**config.mk**
```make
export PLATFORM = sky130hd
export DESIGN_NAME = spi_eeprom_write_behind_controller
export DESIGN_NICKNAME = d
export VERILOG_FILES = /design/src/design/sewb_pkg.sv /design/src/design/sewb_ram.sv /design/src/design/spi_eeprom_write_behind_controller.sv
export VERILOG_INCLUDE_DIRS = /design/src /design/src/design
export SDC_FILE = /design/constraint.sdc
export NUM_CORES = 2
export LEC_CHECK = 0
export BUFFER_PORTS_ARGS = -buffer_cell sky130_fd_sc_hd__clkbuf_2
export CAP_MARGIN = 20
export CORE_MARGIN = 3
export CORE_UTILIZATION = 55
export DETAILED_ROUTE_END_ITERATION = 6
export PLACE_DENSITY = 0.76
export SLEW_MARGIN = 20
export SYNTH_ARGS = -nofsm -noshare
export SYNTH_HDL_FRONTEND = slang
export SYNTH_SLANG_ARGS = --single-unit
export TNS_END_PERCENT = 20
```
**constraint.sdc**
```tcl
create_clock -name clk -period 9.2 [get_ports clk]
set_clock_uncertainty 0.1 [all_clocks]
set_input_delay 0.46 -clock clk [delete_from_list [all_inputs] [get_ports clk]]
set_output_delay 0.46 -clock clk [all_outputs]
set_load 0.01 [all_outputs]
```
**src/design/spi_eeprom_write_behind_controller_macros.svh**
```systemverilog
// Assertion helpers for the write-behind controller.
`ifndef SPI_EEPROM_WRITE_BEHIND_CONTROLLER_MACROS_SVH
`define SPI_EEPROM_WRITE_BEHIND_CONTROLLER_MACROS_SVH

// The consequent must hold in the same cycle as the antecedent.
`define SEWB_ASSERT_SAME(lbl, clk, rst_n, ante, cons) \
    lbl: assert property (@(posedge clk) disable iff (!rst_n) (ante) |-> (cons)) \
        else $error("sewb: same-cycle check failed");

// The consequent must hold in the cycle after the antecedent.
`define SEWB_ASSERT_NEXT(lbl, clk, rst_n, ante, cons) \
    lbl: assert property (@(posedge clk) disable iff (!rst_n) (ante) |=> (cons)) \
        else $error("sewb: next-cycle check failed");

`endif

```
**src/design/sewb_pkg.sv**
```systemverilog
`default_nettype none

package sewb_pkg;

    localparam logic [1:0] FN_WRITE = 2'd0;
    localparam logic [1:0] FN_READ  = 2'd1;
    localparam logic [1:0] FN_DONE  = 2'd2;
    localparam logic [1:0] FN_LOAD  = 2'd3;

    localparam logic [7:0] OP_WREN  = 8'h06;
    localparam logic [7:0] OP_WRITE = 8'h02;
    localparam logic [7:0] OP_READ  = 8'h03;
    localparam logic [7:0] OP_RDSR  = 8'h05;
    localparam logic [7:0] OP_WRDI  = 8'h04;

    localparam int CACHE_DEPTH = 256;
    localparam int CACHE_AW    = 8;
    localparam int DATA_W      = 8;
    localparam int LOAD_CNT_W  = 9;

    localparam int OUTQ_DEPTH = 4;
    localparam int OUTQ_PTR_W = 2;
    localparam int OUTQ_CNT_W = 3;

    typedef enum logic [1:0] {
        ST_IDLE = 2'b01,
        ST_EXEC = 2'b10
    } st_t;

    typedef enum logic [10:0] {
        PH_IDLE   = 11'b000_0000_0001,
        PH_WREN   = 11'b000_0000_0010,
        PH_WCMD   = 11'b000_0000_0100,
        PH_WADDR  = 11'b000_0000_1000,
        PH_WDATA  = 11'b000_0001_0000,
        PH_SCMD   = 11'b000_0010_0000,
        PH_SDUMMY = 11'b000_0100_0000,
        PH_WRDI   = 11'b000_1000_0000,
        PH_LCMD   = 11'b001_0000_0000,
        PH_LADDR  = 11'b010_0000_0000,
        PH_LDATA  = 11'b100_0000_0000
    } phase_t;

    typedef struct packed {
        logic       cs_n;
        logic       tx_valid;
        logic [7:0] tx_byte;
        logic [7:0] rd_data;
        logic       busy;
        logic       dropped;
        logic       load_done;
        logic       last;
    } res_t;

    function automatic res_t res_send(input logic [7:0] b);
        res_t r;
        r          = '0;
        r.tx_valid = 1'b1;
        r.tx_byte  = b;
        r.busy     = 1'b1;
        return r;
    endfunction

    function automatic res_t res_status(input logic cs_n, input logic busy,
                                        input logic [7:0] rd, input logic drop,
                                        input logic ld);
        res_t r;
        r           = '0;
        r.cs_n      = cs_n;
        r.rd_data   = rd;
        r.busy      = busy;
        r.dropped   = drop;
        r.load_done = ld;
        return r;
    endfunction

endpackage

`default_nettype wire

```
**src/design/sewb_ram.sv**
```systemverilog
`default_nettype none

module sewb_ram #(
    parameter int WIDTH = 8,
    parameter int DEPTH = 256
) (
    input  wire logic                     clk,
    input  wire logic                     we,
    input  wire logic [$clog2(DEPTH)-1:0] waddr,
    input  wire logic [WIDTH-1:0]         wdata,
    input  wire logic [$clog2(DEPTH)-1:0] raddr,
    output logic      [WIDTH-1:0]         rdata
);

    logic [WIDTH-1:0] mem_reg [DEPTH];
    logic [WIDTH-1:0] rdata_reg;

    always_ff @(posedge clk)
    begin
        if (we)
        begin
            mem_reg[waddr] <= wdata;
        end
        rdata_reg <= mem_reg[raddr];
    end

    assign rdata = rdata_reg;

endmodule

`default_nettype wire

```
**src/design/spi_eeprom_write_behind_controller.sv**
```systemverilog
// Write-behind controller for a 256-byte 25xx-style SPI EEPROM. The byte cache and the ring
// of pending write addresses sit in two synchronous memories; every event (host write, host
// read, end of an SPI byte transfer, start of a cache load) reads both memories when accepted in
// ST_IDLE; ST_EXEC modifies and writes them back and posts one or two result transfers. A new
// event is taken only once the previous write-back has been done, so no access can overlap
// another to the same entry. Results wait in a four-entry output queue, and the next event is
// accepted while up to two results are still waiting, so a slow consumer costs nothing until the
// queue holds three results. Neither memory is cleared after reset: cache bytes must be
// loaded or written before they are read.
`default_nettype none

`include "spi_eeprom_write_behind_controller_macros.svh"

module spi_eeprom_write_behind_controller #(
    parameter int QUEUE_DEPTH = 16
) (
    input  wire logic       clk,
    input  wire logic       rst_n,
    input  wire logic       in_valid,
    output logic            in_ready,
    input  wire logic [1:0] func,
    input  wire logic [7:0] addr,
    input  wire logic [7:0] wdata,
    input  wire logic [7:0] rx_byte,
    output logic            out_valid,
    input  wire logic       out_ready,
    output logic            cs_n,
    output logic            tx_valid,
    output logic [7:0]      tx_byte,
    output logic [7:0]      rd_data,
    output logic            busy_res,
    output logic            dropped,
    output logic            load_done,
    output logic            last
);

    localparam int PTR_W = $clog2(QUEUE_DEPTH);

    function automatic logic [PTR_W-1:0] ring_next(input logic [PTR_W-1:0] p);
        return (p == PTR_W'(QUEUE_DEPTH - 1)) ? '0 : PTR_W'(p + 1'b1);
    endfunction

    sewb_pkg::st_t    st_reg, st_next;
    sewb_pkg::phase_t phase_reg, phase_next;
    logic [PTR_W-1:0] head_reg, head_next;
    logic [PTR_W-1:0] tail_reg, tail_next;
    logic [7:0]       cur_addr_reg, cur_addr_next;
    logic [sewb_pkg::LOAD_CNT_W-1:0] load_cnt_reg, load_cnt_next, load_cnt_inc;

    logic [1:0] func_reg;
    logic [7:0] addr_reg;
    logic [7:0] wdata_reg;
    logic [7:0] rx_reg;

    logic                          cache_we;
    logic [sewb_pkg::CACHE_AW-1:0] cache_waddr;
    logic [7:0]                    cache_wdata;
    logic [sewb_pkg::CACHE_AW-1:0] cache_raddr;
    logic [7:0]                    cache_rdata;

    logic             ring_we;
    logic [PTR_W-1:0] ring_waddr;
    logic [7:0]       ring_wdata;
    logic [PTR_W-1:0] ring_raddr;
    logic [7:0]       ring_rdata;
    logic [PTR_W-1:0] head_adv;

    sewb_pkg::res_t res0, res1, q_head;
    logic           push, push_two, pop, accept;

    sewb_pkg::res_t q_reg [sewb_pkg::OUTQ_DEPTH];
    logic [sewb_pkg::OUTQ_PTR_W-1:0] q_wr_reg, q_rd_reg;
    logic [sewb_pkg::OUTQ_CNT_W-1:0] q_cnt_reg;
    logic [sewb_pkg::OUTQ_CNT_W-1:0] push_cnt;

    assign in_ready = (st_reg == sewb_pkg::ST_IDLE)
                      && (q_cnt_reg <= sewb_pkg::OUTQ_CNT_W'(sewb_pkg::OUTQ_DEPTH - 2));
    assign accept   = in_valid && in_ready;

    assign cache_raddr = (func == sewb_pkg::FN_READ) ? addr : cur_addr_reg;
    assign ring_raddr  = ring_next(tail_reg);

    sewb_ram #(
        .WIDTH(sewb_pkg::DATA_W),
        .DEPTH(sewb_pkg::CACHE_DEPTH)
    ) u_cache (
        .clk  (clk),
        .we   (cache_we),
        .waddr(cache_waddr),
        .wdata(cache_wdata),
        .raddr(cache_raddr),
        .rdata(cache_rdata)
    );

    sewb_ram #(
        .WIDTH(sewb_pkg::DATA_W),
        .DEPTH(QUEUE_DEPTH)
    ) u_ring (
        .clk  (clk),
        .we   (ring_we),
        .waddr(ring_waddr),
        .wdata(ring_wdata),
        .raddr(ring_raddr),
        .rdata(ring_rdata)
    );

    assign head_adv     = ring_next(head_reg);
    assign load_cnt_inc = load_cnt_reg + 1'b1;
    assign push         = (st_reg == sewb_pkg::ST_EXEC);

    always_comb
    begin
        st_next       = st_reg;
        phase_next    = phase_reg;
        head_next     = head_reg;
        tail_next     = tail_reg;
        cur_addr_next = cur_addr_reg;
        load_cnt_next = load_cnt_reg;
        cache_we      = 1'b0;
        cache_waddr   = addr_reg;
        cache_wdata   = wdata_reg;
        ring_we       = 1'b0;
        ring_waddr    = head_adv;
        ring_wdata    = addr_reg;
        res0          = sewb_pkg::res_status(1'b1, 1'b0, 8'h00, 1'b0, 1'b0);
        res1          = sewb_pkg::res_send(sewb_pkg::OP_WREN);
        push_two      = 1'b0;

        if (st_reg == sewb_pkg::ST_IDLE)
        begin
            if (accept)
            begin
                st_next = sewb_pkg::ST_EXEC;
            end
        end
        else
        begin
            st_next = sewb_pkg::ST_IDLE;
            case (func_reg)
                sewb_pkg::FN_WRITE:
                begin
                    if (phase_reg == sewb_pkg::PH_IDLE)
                    begin
                        cache_we      = 1'b1;
                        cur_addr_next = addr_reg;
                        phase_next    = sewb_pkg::PH_WREN;
                        res0          = sewb_pkg::res_send(sewb_pkg::OP_WREN);
                    end
                    else if (head_adv == tail_reg)
                    begin
                        res0 = sewb_pkg::res_status(1'b0, 1'b1, 8'h00, 1'b1, 1'b0);
                    end
                    else
                    begin
                        ring_we   = 1'b1;
                        head_next = head_adv;
                        cache_we  = 1'b1;
                        res0      = sewb_pkg::res_status(1'b0, 1'b1, 8'h00, 1'b0, 1'b0);
                    end
                end
                sewb_pkg::FN_READ:
                begin
                    res0 = sewb_pkg::res_status(phase_reg == sewb_pkg::PH_IDLE,
                                                phase_reg != sewb_pkg::PH_IDLE,
                                                cache_rdata, 1'b0, 1'b0);
                end
                sewb_pkg::FN_DONE:
                begin
                    case (phase_reg)
                        sewb_pkg::PH_WREN:
                        begin
                            res0       = sewb_pkg::res_status(1'b1, 1'b1, 8'h00, 1'b0, 1'b0);
                            res1       = sewb_pkg::res_send(sewb_pkg::OP_WRITE);
                            push_two   = 1'b1;
                            phase_next = sewb_pkg::PH_WCMD;
                        end
                        sewb_pkg::PH_WCMD:
                        begin
                            res0       = sewb_pkg::res_send(cur_addr_reg);
                            phase_next = sewb_pkg::PH_WADDR;
                        end
                        sewb_pkg::PH_WADDR:
                        begin
                            res0       = sewb_pkg::res_send(cache_rdata);
                            phase_next = sewb_pkg::PH_WDATA;
                        end
                        sewb_pkg::PH_WDATA:
                        begin
                            res0       = sewb_pkg::res_status(1'b1, 1'b1, 8'h00, 1'b0, 1'b0);
                            res1       = sewb_pkg::res_send(sewb_pkg::OP_RDSR);
                            push_two   = 1'b1;
                            phase_next = sewb_pkg::PH_SCMD;
                        end
                        sewb_pkg::PH_SCMD:
                        begin
                            res0       = sewb_pkg::res_send(8'h00);
                            phase_next = sewb_pkg::PH_SDUMMY;
                        end
                        sewb_pkg::PH_SDUMMY:
                        begin
                            res0     = sewb_pkg::res_status(1'b1, 1'b1, 8'h00, 1'b0, 1'b0);
                            push_two = 1'b1;
                            if (rx_reg[0])
                            begin
                                res1       = sewb_pkg::res_send(sewb_pkg::OP_RDSR);
                                phase_next = sewb_pkg::PH_SCMD;
                            end
                            else
                            begin
                                res1       = sewb_pkg::res_send(sewb_pkg::OP_WRDI);
                                phase_next = sewb_pkg::PH_WRDI;
                            end
                        end
                        sewb_pkg::PH_WRDI:
                        begin
                            phase_next = sewb_pkg::PH_IDLE;
                            if (head_reg != tail_reg)
                            begin
                                tail_next     = ring_raddr;
                                cur_addr_next = ring_rdata;
                                phase_next    = sewb_pkg::PH_WREN;
                                push_two      = 1'b1;
                            end
                        end
                        sewb_pkg::PH_LCMD:
                        begin
                            res0       = sewb_pkg::res_send(8'h00);
                            phase_next = sewb_pkg::PH_LADDR;
                        end
                        sewb_pkg::PH_LADDR:
                        begin
                            res0       = sewb_pkg::res_send(8'h00);
                            phase_next = sewb_pkg::PH_LDATA;
                        end
                        sewb_pkg::PH_LDATA:
                        begin
                            cache_we      = 1'b1;
                            cache_waddr   = load_cnt_reg[sewb_pkg::CACHE_AW-1:0];
                            cache_wdata   = rx_reg;
                            load_cnt_next = load_cnt_inc;
                            if (load_cnt_inc != sewb_pkg::LOAD_CNT_W'(sewb_pkg::CACHE_DEPTH))
                            begin
                                res0 = sewb_pkg::res_send(8'h00);
                            end
                            else
                            begin
                                res0 = sewb_pkg::res_status(1'b1, 1'b0, 8'h00, 1'b0, 1'b1);
                                phase_next = sewb_pkg::PH_IDLE;
                                if (head_reg != tail_reg)
                                begin
                                    tail_next     = ring_raddr;
                                    cur_addr_next = ring_rdata;
                                    phase_next    = sewb_pkg::PH_WREN;
                                    push_two      = 1'b1;
                                end
                            end
                        end
                        default:
                        begin
                            phase_next = sewb_pkg::PH_IDLE;
                        end
                    endcase
                end
                default:
                begin
                    if (phase_reg == sewb_pkg::PH_IDLE)
                    begin
                        load_cnt_next = '0;
                        phase_next    = sewb_pkg::PH_LCMD;
                        res0          = sewb_pkg::res_send(sewb_pkg::OP_READ);
                    end
                    else
                    begin
                        res0 = sewb_pkg::res_status(1'b0, 1'b1, 8'h00, 1'b0, 1'b0);
                    end
                end
            endcase
            res0.last = !push_two;
            res1.last = 1'b1;
        end
    end

    always_ff @(posedge clk or negedge rst_n)
    begin
        if (!rst_n)
        begin
            st_reg       <= sewb_pkg::ST_IDLE;
            phase_reg    <= sewb_pkg::PH_IDLE;
            head_reg     <= '0;
            tail_reg     <= '0;
            cur_addr_reg <= '0;
            load_cnt_reg <= '0;
        end
        else
        begin
            st_reg       <= st_next;
            phase_reg    <= phase_next;
            head_reg     <= head_next;
            tail_reg     <= tail_next;
            cur_addr_reg <= cur_addr_next;
            load_cnt_reg <= load_cnt_next;
        end
    end

    always_ff @(posedge clk)
    begin
        if (accept)
        begin
            func_reg  <= func;
            addr_reg  <= addr;
            wdata_reg <= wdata;
            rx_reg    <= rx_byte;
        end
    end

    // Output queue: one or two results go in per event, one transfer leaves per cycle while out_ready is high.
    assign pop      = out_valid && out_ready;
    assign push_cnt = push ? (push_two ? sewb_pkg::OUTQ_CNT_W'(2) : sewb_pkg::OUTQ_CNT_W'(1))
                           : '0;

    always_ff @(posedge clk)
    begin
        if (push)
        begin
            q_reg[q_wr_reg] <= res0;
            if (push_two)
            begin
                q_reg[sewb_pkg::OUTQ_PTR_W'(q_wr_reg + 1'b1)] <= res1;
            end
        end
    end

    always_ff @(posedge clk or negedge rst_n)
    begin
        if (!rst_n)
        begin
            q_wr_reg  <= '0;
            q_rd_reg  <= '0;
            q_cnt_reg <= '0;
        end
        else
        begin
            q_wr_reg  <= q_wr_reg + push_cnt[sewb_pkg::OUTQ_PTR_W-1:0];
            q_rd_reg  <= q_rd_reg + sewb_pkg::OUTQ_PTR_W'(pop);
            q_cnt_reg <= q_cnt_reg + push_cnt - sewb_pkg::OUTQ_CNT_W'(pop);
        end
    end

    assign q_head    = q_reg[q_rd_reg];
    assign out_valid = (q_cnt_reg != '0);
    assign cs_n      = q_head.cs_n;
    assign tx_valid  = q_head.tx_valid;
    assign tx_byte   = q_head.tx_byte;
    assign rd_data   = q_head.rd_data;
    assign busy_res  = q_head.busy;
    assign dropped   = q_head.dropped;
    assign load_done = q_head.load_done;
    assign last      = q_head.last;

    `SEWB_ASSERT_NEXT(a_accept_to_exec, clk, rst_n, accept, st_reg == sewb_pkg::ST_EXEC)
    `SEWB_ASSERT_SAME(a_exec_has_room, clk, rst_n, st_reg == sewb_pkg::ST_EXEC,
                      q_cnt_reg <= sewb_pkg::OUTQ_CNT_W'(sewb_pkg::OUTQ_DEPTH - 2))
    `SEWB_ASSERT_SAME(a_load_count_range, clk, rst_n, phase_reg == sewb_pkg::PH_LDATA,
                      load_cnt_reg < sewb_pkg::LOAD_CNT_W'(sewb_pkg::CACHE_DEPTH))

endmodule

`default_nettype wire
```
---- After elaboration in Yosys (flattened, before gate mapping) ----
Memory sizes are Yosys's and may differ from the RTL's. A register that Yosys moved wholly into a read port is not among the register bits.
Index checks and enable logic that the tools add are counted.
Widths: inputs -> output; s select.
word-level totals
  register bits ........................... 71
  latch bits .............................. 0
  RAM bits ................................ 2264
  ROM bits ................................ 0
  input port bits ......................... 30
  output and inout bits ................... 24
  word-level logic and storage cells ...... 140
  memories kept ........................... 3
operators by class
  $add $sub $neg .......................... 8
  multiply operators ...................... 0
  div/mod/pow operators ................... 0
  order comparisons ....................... 1
  eq/ne operators ......................... 28
  shift-type cells ........................ 0
  multiplexer cells ....................... 65
  bitwise operators ....................... 5
  reductions and logical operators ........ 17
memories
  memory           depth  width  read ports  clocked after memory_dff  write ports  line                                      source
  u_cache.mem_reg  256    8      1           1                         1            sewb_ram.sv:15                            logic [WIDTH-1:0] mem_reg [DEPTH];
  u_ring.mem_reg   16     8      1           1                         1            sewb_ram.sv:15
  q_reg            4      22     1           0                         2            spi_eeprom_write_behind_controller.sv:71  sewb_pkg::res_t q_reg [sewb_pkg::OUTQ_DEPTH];
operators by type and width
  kind                  count
  $pmux 11 s10          1
  $pmux 22 s5           1
  $mux 8                11
  $pmux 22 s3           1
  $pmux 15 s3           1
  $mux 22               2
  $mux 21               2
  $mux 11               3
  $pmux 11 s3           1
  $pmux 8 s2            2
  $mux 15               2
  $mux 1                21
  $mux 9                2
  $pmux 9 s2            1
  $mux 4                4
  $mux 13               1
  $reduce_and 4->1      3
  $eq 11x1->1 const B   1
  $eq 11x10->1 const B  1
  $eq 11x11->1 const B  1
  $eq 11x2->1 const B   1
  $eq 11x3->1 const B   1
  $eq 11x4->1 const B   1
  $eq 11x5->1 const B   1
  other kinds (37)      58

---- Depth between registers and ports, before layout ----
  depth after elaboration ................. 11
  gate-level depth with buffers ........... 13
  gate-level depth less buffers ........... 13

---- Cells and area by module ----
From an unflattened synthesis, not the netlist that was laid out.
unflattened totals
  cell total of the unflattened synthesis .. 4804
  area, all modules ....................... 92636.3 um2
by module, submodules not included
  module                              instances  cells an instance  area an instance (um2)  sequential area each (um2)
  sewb_ram at u_cache                 1          3733               79556.3                 61659.1
  spi_eeprom_write_behind_controller  1          842                7932.6                  3831.2
  sewb_ram at u_ring                  1          229                5147.4                  4003.8

---- Worst setup path after synthesis ----
No wires, ideal clock.
  kind .................................... register -> register
  from .................................... register func_reg[0]
  to ...................................... memory u_cache.mem_reg[0][0], data pin
  library setup time ...................... 0.823 ns
  arrival ................................. 4.929 ns
  data required time ...................... 8.277 ns
  setup slack ............................. 3.348 ns
  stages on the path, launching flop included .. 11
  buffers on the path ..................... 5
  period minus slack after synthesis ...... 5.852 ns
  cells stage by stage .................... edfxtp_1 clkbuf_1 nor2b_1 clkbuf_1 nand2_1 or2_2 buf_2 clkbuf_1 clkbuf_1 nand2_1 nand2_1
on the way
  longest elaborated chain between the ends .. 3
ends and longest elaborated chain
  item                    line                                       source
  from (decl)             spi_eeprom_write_behind_controller.sv:50   logic [1:0] func_reg;
  from (signal assigned)  spi_eeprom_write_behind_controller.sv:309  func_reg <= func;
  $eq 2x2->1              spi_eeprom_write_behind_controller.sv:139  case (func_reg)
  $mux 8                  spi_eeprom_write_behind_controller.sv:139
  $mux 8                  spi_eeprom_write_behind_controller.sv:129  if (st_reg == sewb_pkg::ST_IDLE)
  net cache_wdata[0]      spi_eeprom_write_behind_controller.sv:57   logic [7:0] cache_wdata;
  to (decl)               sewb_ram.sv:15
The timed path passes the listed nets, and every way through them passes these cells.

---- Worst setup path after layout ----
  from .................................... input port func[0]
  to ...................................... register u_cache.rdata_reg[2], in the netlist u_cache.rdata[2] (read register of u_cache.mem_reg)
on the way
  longest elaborated chain between the ends .. 2
ends and longest elaborated chain
  item         line                                      source
  from (decl)  spi_eeprom_write_behind_controller.sv:21  input wire logic [1:0] func,
  $eq 2x1->1   spi_eeprom_write_behind_controller.sv:80  assign cache_raddr = (func == sewb_pkg::FN_READ) ? addr : cur_addr_reg;
  $mux 8       spi_eeprom_write_behind_controller.sv:80
  to (decl)    sewb_ram.sv:16                            logic [WIDTH-1:0] rdata_reg;
Every way passes these cells.
A chain may end at the register's enable or synchronous reset.

==> impl_metrics.csv <==
group,metric,value,unit
clocking,cts_resized,0,
grt,met1_usage,40.3,%
timing,worst_pin_slew,1.24,ns
timing,finalSetupTns,0,ns
floorplanning,die_area,174000,um^2
drt,antenna_left,0,
timing,rsz0062_at_grt,"false",
cells_and_area,largest_register_ff_count,2048,
logic_synthesis,yosys_register_bits,2351,
cells_and_area,drive_gt1_share,11.5,%
logic_synthesis,async_flop_share,1.91,%
critical_path,criticalPathCategory,"in2reg",
run,max-cap-violations,0,
logic_synthesis,synth_edf_count,2218,
logic_synthesis,ys_seq_area_share,74.8,%
drt,drt_iter0_markers,9911,
logic_synthesis,synth_area,92900,um^2
placement,dpl_cell_area,95400,um^2
grt,antenna_found_initial,13,
pwr,ir_drop,229,uV
cells_and_area,syn_to_final_growth,10.8,%
logic_synthesis,synth_top_area_share,71.7,%
critical_path,required,9.84,ns
drt,firstDrtPassIters,7,
clocking,clock_latency,0.88,ns
timing,hold-worst-slack,0.120,ns
logic_synthesis,synth_ff_type,"edfxtp_1",
logic_synthesis,netlist_instances,6268,
run_status,violations,"DRC",
logic_synthesis,synth.distinct_cells,75,
clocking,numClockSinks,2351,
clocking,cts.path.max_buffers,3,
logic_synthesis,syn-mean-instance-area,14.8,um^2
cells_and_area,nets,6343,
timing,finalMaxSlewViolations,0,
pwr,power_density,266,nW/um^2
logic_synthesis,synth_top_cell_by_area,"edfxtp_1",
floorplanning,start_util,55.5,%
logic_synthesis,synth.net_count,6311,
placement,portBuffers,53,
grt,grt_util_met2,43.5,%
critical_path,critical_path.max_fanout,136,
timing,min_period,5.26,ns
grt,top_usage_layer,"met2",
timing,fin_crit_sh,57.1,%
floorplanning,io-pin-count,54,
grt,grt_max_degree,194,
worst_hold_path,min_path_type,"in2async",
logic_synthesis,netlist_top_cells_area,"edfxtp_1 (72%), nand2_1 (5.3%), mux4_2 (5.0%)",
clocking,numCtsBuffers,221,
clocking,htreeDepth,4,
clocking,cts_root_buffer,"clkbuf_16",
floorplanning,rows,150,
drt,drc,19,
timing,hold_violations,0,
drt,routedWlPerCell,29.6,um
critical_path,crit_path_end_kind,"register",
grt,grtUsageTotal,29.4,%
logic_synthesis,synth_commonest_cells,"edfxtp_1 (2218), nand2_1 (1300), nor2_1 (436), nand3_1 (380), a21oi_1 (216)",
floorplanning,coreArea,167000,um^2
critical_path,arrival,5.90,ns
floorplanning,die_h,417,um
run_status,outcome,"finished, violations left",
drt,wl,257000,um
pwr,power_leakage,0.0333,uW
drt,num_vias,57367,
grt,overflow,0,
placement,gp_congestion,0.952,
clocking,cts_tree,"built",
drt,viasPerCell,6.60,
timing,max_freq,190,MHz
cells_and_area,utilization,61.5,%
cells_and_area,fin_area,103000,um^2
grt,grt_util_met3,8.55,%
grt,grt_first_pass_wirelength,374000,um
clocking,cts_setup_buffers,0,
timing,maxSlewHeadroom,17.4,%
logic_synthesis,ys_warn_count,0,
placement,dp_hpwl,160000,um
critical_path,worst_setup_path_start_kind,"primary input",
clocking,path_clk_slew,0.07,ns
logic_synthesis,yosysMostFrequentCell,"edfxtp_1",
timing,setup_viol,0,
floorplanning,die_width,417,um
grt,grt_pass1_vias,54276,
-- path summary, 6_finish.rpt --
check / from / end / slack [ns] / cells past startpoint
max in group asynchronous: rst_n / tail_reg[2] / 8.37 / 3
worst min register to register: q_reg[0][2] / q_reg[0][2] / 0.35 / 2
min in group clk: in_valid / st_reg[0] / 0.25 / 3
worst max register to register: func_reg[1] / u_cache.mem_reg[0][0] / 4.11 / 9
worst min-delay path: rst_n / q_cnt_reg[2] / 0.12 / 3
worst max-delay path: func[0] / u_cache.rdata[2] / 3.94 / 11
-- layer usage --
metal / up-vias / part of all wire [%]
li1: 23853 / -
met1: 28604 / 36
met2: 4230 / 45
met3: 672 / 13
met4: 8 / 5.5
met5: - / 0.022
-- per-stage QoR --
stage	setup WS (ns)	instances	total power, uW
finish	3.94	8697	27400
global route	3.91	8693	28100
CTS	4.01	8689	27200
detailed placement	3.66	8248	18400
global placement	3.56	8243	18200
floorplan	3.35	6268	16300
-- cells by family (layout without fill, tap and decap cells) --
kind of cell    Yosys count  count (layout)  synth area share, %
xor+xnor                 21              21                0.198
compound gates          696             696                 4.82
flops                  2351            2351                 74.8
simple gates           2379            2379                 10.9
buf+inv                 402             623                 1.94
other cells               0               4                    0
fa+ha+maj                14              14                0.194
mux                     405             405                 7.15
-- critical path: stages --
cell and delay, ns:
dlygate4sd3_1 0.55, clkbuf_2 0.19, nor2b_2 0.77, mux2_8 0.70, buf_12 0.57, mux2i_1 0.32, o22ai_1 0.15, o21ai_0 0.68
o21ai_0 0.65, nor4_1 0.42, nor4_1 0.09
-- where the power goes --
part | internal [uW] | total, uW | switching, uW
sequential | 12400 | 12600 | 280
clock | 5030 | 9000 | 3980
combinational | 1620 | 5770 | 4150
-- timing repair --
item                       CTS  global route
setup endpoints to repair    0             0
hold endpoints to repair    75             0
hold buffers                29             0
-- cell type report --
type	instances	area (um^2)
sequential	2351	69500
fill	11749	64500
multi-input combinational	3515	21900
clock buffer	278	5860
tap	2204	2760
timing repair buffer	186	1500
clock inverter	134	1270
inverter	25	93.8
antenna	4	10.0
-- cells in the final DEF (no fill, tap or decap), types with 24 or more instances in the layout --
| master | instances |
|---|---|
| clkinv_1 | 55 |
| clkbuf_1 | 47 |
| o22ai_1 | 61 |
| nand4_1 | 113 |
| nor4_1 | 41 |
| dfxtp_1 | 88 |
| a22oi_1 | 55 |
| a31oi_1 | 142 |
| mux2i_1 | 188 |
| o21ai_0 | 50 |
| clkbuf_16 | 224 |
| a211oi_1 | 42 |
| buf_4 | 86 |
| inv_1 | 24 |
| edfxtp_1 | 2218 |
| a32oi_1 | 31 |
| mux4_2 | 206 |
| nand3_1 | 380 |
| dfrtp_1 | 43 |
| nor2_1 | 431 |
| nand2_1 | 1284 |
| clkinv_2 | 40 |
| clkbuf_2 | 53 |
| dlygate4sd3_1 | 29 |
| a21oi_1 | 215 |
Power figures use the tool's default switching activity.
